### config.mk
export PLATFORM = sky130hd
export DESIGN_NAME = slww_crc
export DESIGN_NICKNAME = d
export VERILOG_FILES = /design/src/rtl/slww_pkg.sv /design/src/rtl/slww_crc.sv
export SDC_FILE = /design/constraint.sdc
export NUM_CORES = 1
export LEC_CHECK = 0
export BUFFER_PORTS_ARGS = -buffer_cell sky130_fd_sc_hd__buf_2
export CAP_MARGIN = 40
export CORE_AREA = 2 2 60 48
export DETAILED_ROUTE_END_ITERATION = 8
export DIE_AREA = 0 0 62 50
export MAX_ROUTING_LAYER = met4
export PLACE_DENSITY = 0.79
export SLEW_MARGIN = 20
export SYNTH_ARGS = -nofsm -noshare
export SYNTH_HDL_FRONTEND = slang
export SYNTH_SLANG_ARGS = --single-unit
### constraint.sdc
create_clock -name vclk -period 1.95
set_input_delay 0.39 -clock vclk [all_inputs]
set_output_delay 0.39 -clock vclk [all_outputs]
set_load 0.03 [all_outputs]
### src/rtl/slww_pkg.sv
`timescale 1ns / 1ps
// ----------------------------------------------------------------------------
// Sorted LWW table package
// Shared types, request and status codes and small helper functions.
// ----------------------------------------------------------------------------
package slww_pkg;

  localparam int KEY_W = 56;

  typedef enum logic [1:0] {
    REQ_ACCEPT = 2'd0,
    REQ_WANTS  = 2'd1,
    REQ_LOOKUP = 2'd2,
    REQ_DIGEST = 2'd3
  } req_t;

  typedef enum logic [1:0] {
    ST_STALE   = 2'd0,
    ST_WRITTEN = 2'd1,
    ST_INVALID = 2'd2,
    ST_FULL    = 2'd3
  } status_t;

  localparam logic [7:0]  LAYER_BASE = 8'd0;
  localparam logic [7:0]  LAYER_NODE = 8'd1;
  localparam logic [7:0]  BYTE_MASK  = 8'hFF;
  localparam logic [31:0] CRC_INIT   = 32'hFFFF_FFFF;
  localparam logic [31:0] CRC_POLY   = 32'hEDB8_8320;
  localparam int          ROW_BYTES  = 24;

  typedef struct packed {
    logic [KEY_W-1:0] key;
    logic [63:0]      stime;
    logic [31:0]      scount;
    logic [31:0]      swriter;
    logic             dead;
    logic [63:0]      data;
    logic [3:0]       len;
  } row_t;

  // Stamp a is strictly newer than stamp b (time, then counter, then node).
  function automatic logic stamp_newer(input logic [127:0] a, input logic [127:0] b);
    stamp_newer = a > b;
  endfunction

  // Keep only the bytes below the given length.
  function automatic logic [63:0] mask_payload(input logic [63:0] pay, input logic [7:0] len);
    logic [63:0] r;
    r = '0;
    for (int b = 0; b < 8; b++) begin
      if (8'(b) < len) begin
        r[8*b +: 8] = pay[8*b +: 8] & BYTE_MASK;
      end
    end
    mask_payload = r;
  endfunction

endpackage

### src/rtl/slww_crc.sv
`timescale 1ns / 1ps
// ----------------------------------------------------------------------------
// CRC-32 byte step
// Folds one byte into a reflected CRC-32 register value.
// ----------------------------------------------------------------------------
module slww_crc (
  input  logic [31:0] crc_in,
  input  logic [7:0]  data,
  output logic [31:0] crc_out
);
  import slww_pkg::*;

  always_comb begin
    logic [31:0] c;
    c = crc_in ^ {24'd0, data};
    for (int b = 0; b < 8; b++) begin
      c = c[0] ? ((c >> 1) ^ CRC_POLY) : (c >> 1);
    end
    crc_out = c;
  end

endmodule

# == Yosys cells after proc, flatten, opt, wreduce, memory -nomap -nowiden ==
# Index checks and enable logic that the tools add are counted.
# word_totals
output_inout_bits,32
register_bits,0
inputBits,40
# op_classes
n_bitwise,9
mux,8
# ops
cell,count
32-bit two-way mux,8
13-bit inverter with 14-bit output,8
32-bit by 8-bit bitwise XOR with 32-bit output,1

# == Depth between registers and ports, before layout ==
# Gate-level depths: netlist of the first run.
# logic_depth
depth_word,17
ltp_mapped,3

# == Worst setup path before layout of the first run ==
# Ideal clock, no wire load.
# synth_timing
path_kind,in2out
start,in data[3]
end,out crc_out[5]
path_slack_ps,-309
path_stages,3
t_required_ps,1560
arrival_time_ps,1869
cell_sequence,xnor2_2 xor3_1 xnor2_1
# synth_between
elab_chain_len,11
# synth_lines
element,line,text
from (decl),slww_crc.sv:8,"input logic [7:0] data,"
32-bit by 8-bit bitwise XOR with 32-bit output (*),slww_crc.sv:15,"c = crc_in ^ {24'd0, data};"
32-bit two-way mux (*) (4 in series),slww_crc.sv:17,c = c[0] ? ((c >> 1) ^ CRC_POLY) : (c >> 1);
13-bit inverter with 14-bit output (no line),n/a,
32-bit two-way mux (*) (3 in series),slww_crc.sv:17,
13-bit inverter with 14-bit output (no line),n/a,
32-bit two-way mux (*),slww_crc.sv:17,
to (decl),slww_crc.sv:9,output logic [31:0] crc_out
# Mark *: on every way between the ends. The rest lies on a longest branch, timed or not.

# == Worst setup path after layout of the first run ==
# layout_timing
start,in data[1]
end,out crc_out[18]
# layout_between
elab_chain_len,13
# layout_lines
element,line
32-bit by 8-bit bitwise XOR with 32-bit output (*),slww_crc.sv:15
32-bit two-way mux (*) (2 in series),slww_crc.sv:17
13-bit inverter with 14-bit output (no line),n/a
32-bit two-way mux (*) (2 in series),slww_crc.sv:17
13-bit inverter with 14-bit output (no line),n/a
32-bit two-way mux (*),slww_crc.sv:17
13-bit inverter with 14-bit output (no line),n/a
32-bit two-way mux (*),slww_crc.sv:17
13-bit inverter with 14-bit output (no line),n/a
32-bit two-way mux (*) (2 in series),slww_crc.sv:17
# Marks and branches as above.

==> run metrics, run 1 <==
commonest non-fill, non-tap cell in the layout buf_6; HPWL after DPL 2170 um; Overflow after GRT 0; crit path capture type output pin; relative slew slack 77.4%; f_max 0.461 GHz; register area 0 um2; status complete, but fails checks; max incr delay on CP 410 ps; Post-Syn Area 925 um2; Non-Filler Instances 223; CP required 1560 ps; vias in the first global route 1099; Core Util, Final 95.5%; power per cell area 1040 nW/um2; P&R area growth vs syn 158%; peak supply drop 0.755 mV; GRT Total Usage 24.8%; most frequent cells in the layout buf_6 (48), buf_4 (33), buf_2 (30); placed cells 202; CP cell instances buf_8 -> xor2_4 -> buf_4 -> xor2_1 -> xnor3_2 -> buf_6; Inserted Diodes 0; sequential cell area fraction in the yosys report 0%; FILL cells 53; minimum clock period 2170 ps; RSZ-0062 raised after global routing yes; Core ar. 2500 um2; Pleak 0.00120 uW; DR pass1 iterations 4; Distinct cells, synth 10; Buffers & Inverters on Critical Path 3; HP Start crc_in[14]; RD Place Congestion 0.771; Seq Cell Count 0; Cells on Worst Hold Path 3; post-detailed-route count of antenna-violating nets 0; Routed WL 4940 um; Initial Util 37.0%; Cells after Synth 67; fraction of layout cells with a size suffix above 1 85.0%; largest net degree at the start of global routing 6; clkbuf count 0; failing checks negative setup slack; # rows 16; initial antenna violation count 0; startpoint types primary input; Power Total 2480 uW; first-pass GRT wire length 5420 um; top cell family by delay on the critical path XOR/XNOR gates; MaxCap Viol Count 0; final slew viol count 0; crit path max fanout 5; Die Footprint 3100 um2; Layout Nets 229; WS Path Type in -> out; Mapped Nets 107; Least-Margin Pin Slew 336 ps; number of remaining DRC errors 0; arrival time worst endpoint 1780 ps; Vias per Instance 4.62; Die X 62 um; worst hold slack 1110 ps; final period utilization 111%; Vias 1030; CP max-delay cell xnor3_2; DIE HEIGHT 50 um; port buffer count 72; synth warn 0; Ports 72; HP Class in -> out; setup ws final -219 ps; Hold Path End crc_out[6]; Mapped Avg Cell Area 13.8 um2; Iteration-0 DRC Markers 20; Routed wire per std cell 22.2 um; final hold vios 0; final setup fails 23
==> per-stage QoR <==
step	TNS (ps)	worst slack, ps	area [um2]
after global placement	-2130	-196	1670
after CTS	-1230	-155	2170
final	-2290	-219	2390
after floorplan	-176	-63.6	1060
after global routing	-3140	-251	2390
after detailed placement	-2760	-248	1670
==> how the worst max path moves through the flow <==
stage / from / to / slack (ps) / cells after the start
6_report: data[1] / crc_out[18] / -220 / 6
5_1_grt: data[1] / crc_out[18] / -250 / 6
4_1_cts: crc_in[2] / crc_out[21] / -160 / 7
3_5_place_dp: data[3] / crc_out[5] / -250 / 5
3_3_place_gp: data[3] / crc_out[5] / -200 / 5
2_1_floorplan: data[5] / crc_out[21] / -60 / 3
==> cells by family (layout without fill, tap and decap cells) <==
family,after synthesis,count (layout),share of synthesized area (%)
XOR/XNOR,66,66,99.6
buffers and inverters,1,121,0.406
==> report_power, final <==
group | internal [uW] | switching (uW) | total, uW
Combinational | 1250 | 1240 | 2480
Sequential | 0 | 0 | 0
Clock | 0 | 0 | 0
Total | 1250 | 1240 | 2480
==> synth_stat cells, drive strengths merged <==
cell type | number | share of area, %
xnor3 | 12 | 30
inv | 1 | 0.41
xor3 | 5 | 13
xnor2 | 38 | 45
xor2 | 11 | 12
==> repair_timing <==
action,CTS,global route
setup endpoints to repair,23,27
buffers inserted,18,5
hold endpoints to repair,0,0
pin swaps,28,19
cloned,0,0
resized for setup,94,44
hold buffers,0,0
==> per-layer routing <==
layer	part of all wire, %	track usage [%]	vias up
met5	0	-	-
met4	5.8	5.67	0
met3	7.0	0.787	28
met2	51	47.6	67
met1	36	27.2	480
li1	-	-	455
==> layout make-up <==
cell class,count,area [um2],share of cell area (%)
Multi-Input combinational cell,66,1270,53.0
Timing Repair Buffer,120,1070,44.9
Inverter,1,3.75,0.157
Tap cell,36,45.0,1.89
No activity file was read; power rests on OpenSTA's default activity.
==> run 2: changes to the inputs <==
--- a/config.mk
+++ b/config.mk
@@ -11,7 +11,7 @@
 export DETAILED_ROUTE_END_ITERATION = 8
 export DIE_AREA = 0 0 62 50
 export MAX_ROUTING_LAYER = met4
-export PLACE_DENSITY = 0.79
+export PLACE_DENSITY = 0.76
 export SLEW_MARGIN = 20
 export SYNTH_ARGS = -nofsm -noshare
 export SYNTH_HDL_FRONTEND = slang
==> constraint.sdc (replaced) <==
create_clock -name vclk -period 1.95
set_input_delay 0.0975 -clock vclk [all_inputs]
set_output_delay 0.0975 -clock vclk [all_outputs]
set_load 0.03 [all_outputs]
==> run 2 against run 1 <==
Against the previous run:
- the run now ends clean
- flip-flop and latch count unchanged
- hold slack worse by 610 ps
- routed wire length fell by 58%
- total power is 38% lower
- first-iteration DRC count decreased by 45%
- core utilization down 39 points
- non-clock buffer count shrank 38
- cell count down 17%
- fmax grew 27%
- critical path depth shrank 1
- cell area fell by 41%
- critical endpoint is now crc_out[24]
- largest cell class unchanged
==> run metrics, run 2 (synthesized netlist as in run 1, its figures left out) <==
final period utilization 87.6% (-24 points); vias in the first global route 731 (-33%); relative slew slack 67.1% (-10 points); Vias per Instance 4.05 (-12%); CP cell instances buf_2 -> xor2_1 -> xnor3_2 -> xnor3_4 -> buf_2; Seq Cell Count 0 (unchanged); MaxCap Viol Count 0 (unchanged); HPWL after DPL 1940 um (-11%); RSZ-0062 raised after global routing no; initial antenna violation count 0 (unchanged); largest net degree at the start of global routing 7 (+1); fraction of layout cells with a size suffix above 1 63.1% (-22 points); most frequent cells in the layout buf_2 (72), xnor2_1 (30), xnor3_1 (10), buf_4 (10), xor2_1 (9); Layout Nets 191 (-17%); post-detailed-route count of antenna-violating nets 0 (unchanged); RD Place Congestion 0.648 (-16%); Power Total 1540 uW (-38%); final setup fails 0 (-100%); Overflow after GRT 0 (unchanged); CP required 1850 ps (+290 ps); clkbuf count 0 (unchanged); Post-CTS Hold Fix Bufs 0 (unchanged); Die Footprint 3100 um2 (unchanged); P&R area growth vs syn 52.0%; FILL cells 223 (+320%); peak supply drop 0.609 mV (-19%); # rows 16 (unchanged); Pleak 0.000777 uW (-35%); CP max-delay cell xnor3_2; Routed wire per std cell 11.1 um (-50%); WS Path Type in -> out; Die X 62 um (unchanged); Ports 72 (unchanged); Routed WL 2060 um (-58%); post-CTS setup buffer count 0 (-18); power per cell area 1090 nW/um2 (+5.2%); multi-input logic area 921 um2 (-27%); most used cell, CP buf_2; first-pass GRT wire length 2970 um (-45%); final hold vios 0 (unchanged); crit path capture type output pin; minimum clock period 1710 ps (-460 ps); Inserted Diodes 0 (unchanged); number of remaining DRC errors 0 (unchanged); final slew viol count 0 (unchanged); f_max 0.585 GHz (+27%); arrival time worst endpoint 1610 ps (-170 ps); DR pass1 iterations 3 (-1); GRT Total Usage 12.8% (-12 points); port buffer count 72 (unchanged); status finished, final reports clean; CTS resizes 0 (-100%); HP Class in -> out; Vias 750 (-27%); startpoint types primary input; commonest non-fill, non-tap cell in the layout buf_2; Core ar. 2500 um2 (unchanged); DIE HEIGHT 50 um (unchanged); Initial Util 37.0% (unchanged); register area 0 um2 (unchanged); Final TNS setup 0 ps (+2290 ps); crit path max fanout 3 (-2); max incr delay on CP 530 ps (+120 ps); Iteration-0 DRC Markers 11 (-45%); Least-Margin Pin Slew 490 ps (+154 ps)
-- run 2: cell count changes in the layout (fill, tap and decap cells not counted), sizes merged --
cell  delta
buf     -38
-- run 2: worst paths after layout --
| kind | cells after the start | to | slack (ps) | startpoint |
|---|---|---|---|---|
| setup / recovery | 5 | crc_out[24] | 240 | data[2] |
| hold / removal | 3 | crc_out[0] | 500 | crc_in[8] |
-- run 2: cell type report --
class              count  share of cell area, %
repair buffers        82                   31.0
well taps             36                   3.21
multi-input cells     66                   65.5
inverters              1                  0.267
-- run 2: critical path: cells and delay by family --
| family | cells | cell delay [ps] |
|---|---|---|
| xor+xnor | 3 | 1200 |
| buf+inv | 2 | 300 |
-- run 2: stage by stage --
step                      hold WS [ps]  setup WS, ps  cells  area (um2)  utilization [%]
after floorplan                    392           276     67         925                -
after global placement             500           251    185        1410             56.2
after detailed placement           502           230    185        1410             56.2
after CTS                          503           221    185        1410             56.2
after global routing               512           182    185        1410             56.2
final                              500           242    185        1410             56.2
-- run 2: where the power goes --
part           switching [uW]  internal (uW)
Combinational             906            630
Sequential                  0              0
Clock                       0              0
Total                     906            630
-- run 2: per-layer routing --
metal	vias up	wire, um	global-route usage, %
li1	379	-	-
met1	328	809	14.9
met2	43	1070	24.8
met3	0	181	0.525
met4	0	0	0
met5	-	0	-
==> run 3: changes to the inputs <==
--- a/config.mk
+++ b/config.mk
@@ -11,7 +11,8 @@
 export DETAILED_ROUTE_END_ITERATION = 8
 export DIE_AREA = 0 0 62 50
 export MAX_ROUTING_LAYER = met4
-export PLACE_DENSITY = 0.76
+export PLACE_DENSITY_LB_ADDON = 0.2
+export SETUP_SLACK_MARGIN = 0.3
 export SLEW_MARGIN = 20
 export SYNTH_ARGS = -nofsm -noshare
 export SYNTH_HDL_FRONTEND = slang
==> run 3 against run 2 <==
Against the previous run:
- largest power group unchanged
- non-clock buffer count up 1
- fmax up 6.2%
- clock-buffer cell count unchanged
- via count up 1.9%
- critical path depth unchanged
- hold slack better by 1.6 ps
- total power up 2.0%
- sequential share of layout area unchanged
- core utilization up 2.8 points
==> run metrics, run 3 (synthesized netlist as in run 1, its figures left out) <==
Initial Util 37.0% (unchanged); Post-CTS Hold Fix Bufs 0 (unchanged); P&R area growth vs syn 59.5%; Routed WL 2130 um (+3.8%); first-pass GRT wire length 3170 um (+6.5%); final slew viol count 0 (unchanged); HP Class in -> out; GRT Total Usage 13.4% (+0.59 points); post-detailed-route count of antenna-violating nets 0 (unchanged); Iteration-0 DRC Markers 13 (+2); Vias 764 (+1.9%); initial antenna violation count 0 (unchanged); minimum clock period 1610 ps (-99.8 ps); RD Place Congestion 0.647 (about the same); # rows 16 (unchanged); Overflow after GRT 0 (unchanged); pre-CTS setup slack 279 ps (+49.3 ps); crit path max fanout 5 (+2); power per cell area 1060 nW/um2 (-2.8%); number of remaining DRC errors 0 (unchanged); commonest non-fill, non-tap cell in the layout buf_2; Final TNS setup 0 ps (unchanged); RSZ-0062 raised after global routing yes; arrival time worst endpoint 1510 ps (-100 ps); HPWL after DPL 1840 um (-4.8%); register area 0 um2 (unchanged); Seq Cell Count 0 (unchanged); worst hold slack 501 ps (+1.63 ps); WS Path Type in -> out; port buffer count 72 (unchanged); setup ws final 341 ps (+99.8 ps); final period utilization 82.5% (-5.1 points); f_max 0.622 GHz (+6.2%); DR pass1 iterations 4 (+1); crit path capture type output pin; final setup fails 0 (unchanged); CP required 1850 ps (about the same); most frequent cells in the layout buf_2 (71), xnor2_1 (28), buf_4 (11); relative slew slack 67.4% (+0.31 points); Die X 62 um (unchanged); clkbuf count 0 (unchanged); DIE HEIGHT 50 um (unchanged); Power Total 1570 uW (+2.0%); Routed wire per std cell 11.5 um (+3.2%); status finished, final reports clean; largest net degree at the start of global routing 7 (unchanged); startpoint types primary input; peak supply drop 0.541 mV (-11%); Pleak 0.000801 uW (+3.1%); Die Footprint 3100 um2 (unchanged); Least-Margin Pin Slew 486 ps (-4.65 ps); Core Util, Final 59.0% (+2.8 points); vias in the first global route 735 (+0.55%); Layout Nets 192 (+0.52%); MaxCap Viol Count 0 (unchanged); Ports 72 (unchanged); final hold vios 0 (unchanged); Inserted Diodes 0 (unchanged); fraction of layout cells with a size suffix above 1 65.3% (+2.2 points); Vias per Instance 4.11 (+1.3%); Core ar. 2500 um2 (unchanged)
## run 3: repair_timing
| item | 4_1_cts | 5_1_grt |
|---|---|---|
| cloned | 0 | 0 |
| endpoints found under the setup margin | 3 | 6 |
| buffers inserted | 1 | 1 |
| resized for setup | 3 | 5 |
| pin swaps | 2 | 4 |
## run 3: routing by layer
| layer | GRT usage, % | up-vias | routed length [um] |
|---|---|---|---|
| li1 | - | 382 | - |
| met1 | 17.7 | 342 | 882 |
| met2 | 24.0 | 40 | 1090 |
| met3 | 0.262 | 0 | 166 |
| met4 | 0 | 0 | 0 |
| met5 | - | - | 0 |
## run 3: path summary, 6_finish.rpt
check	startpoint	slack, ps	cells past startpoint	to
min	crc_in[19]	500	3	crc_out[11]
max	data[6]	340	5	crc_out[18]
## run 3: metrics by stage
stage                     std cells  instance area (um2)
final                           186                 1480
after global routing            186                 1480
after CTS                       185                 1420
after detailed placement        184                 1400
after global placement          184                 1400
after floorplan                  67                  925
## run 3: area by class of cell
class / instances / area (um2)
timing repair buffer: 83 / 449
multi-input combinational: 66 / 977
fill: 224 / 1030
tap: 36 / 45.0
inverter: 1 / 3.75
## run 3: worst max-delay path: stages
cell	delay, ps
buf_2	130
xnor2_4	290
xor2_2	350
xnor3_1	460
buf_2	180
## run 3: where the power goes
| group | leakage, uW | switching (uW) | internal (uW) |
|---|---|---|---|
| clock | 0 | 0 | 0 |
| combinational | 0.000801 | 917 | 651 |
| sequential | 0 | 0 | 0 |
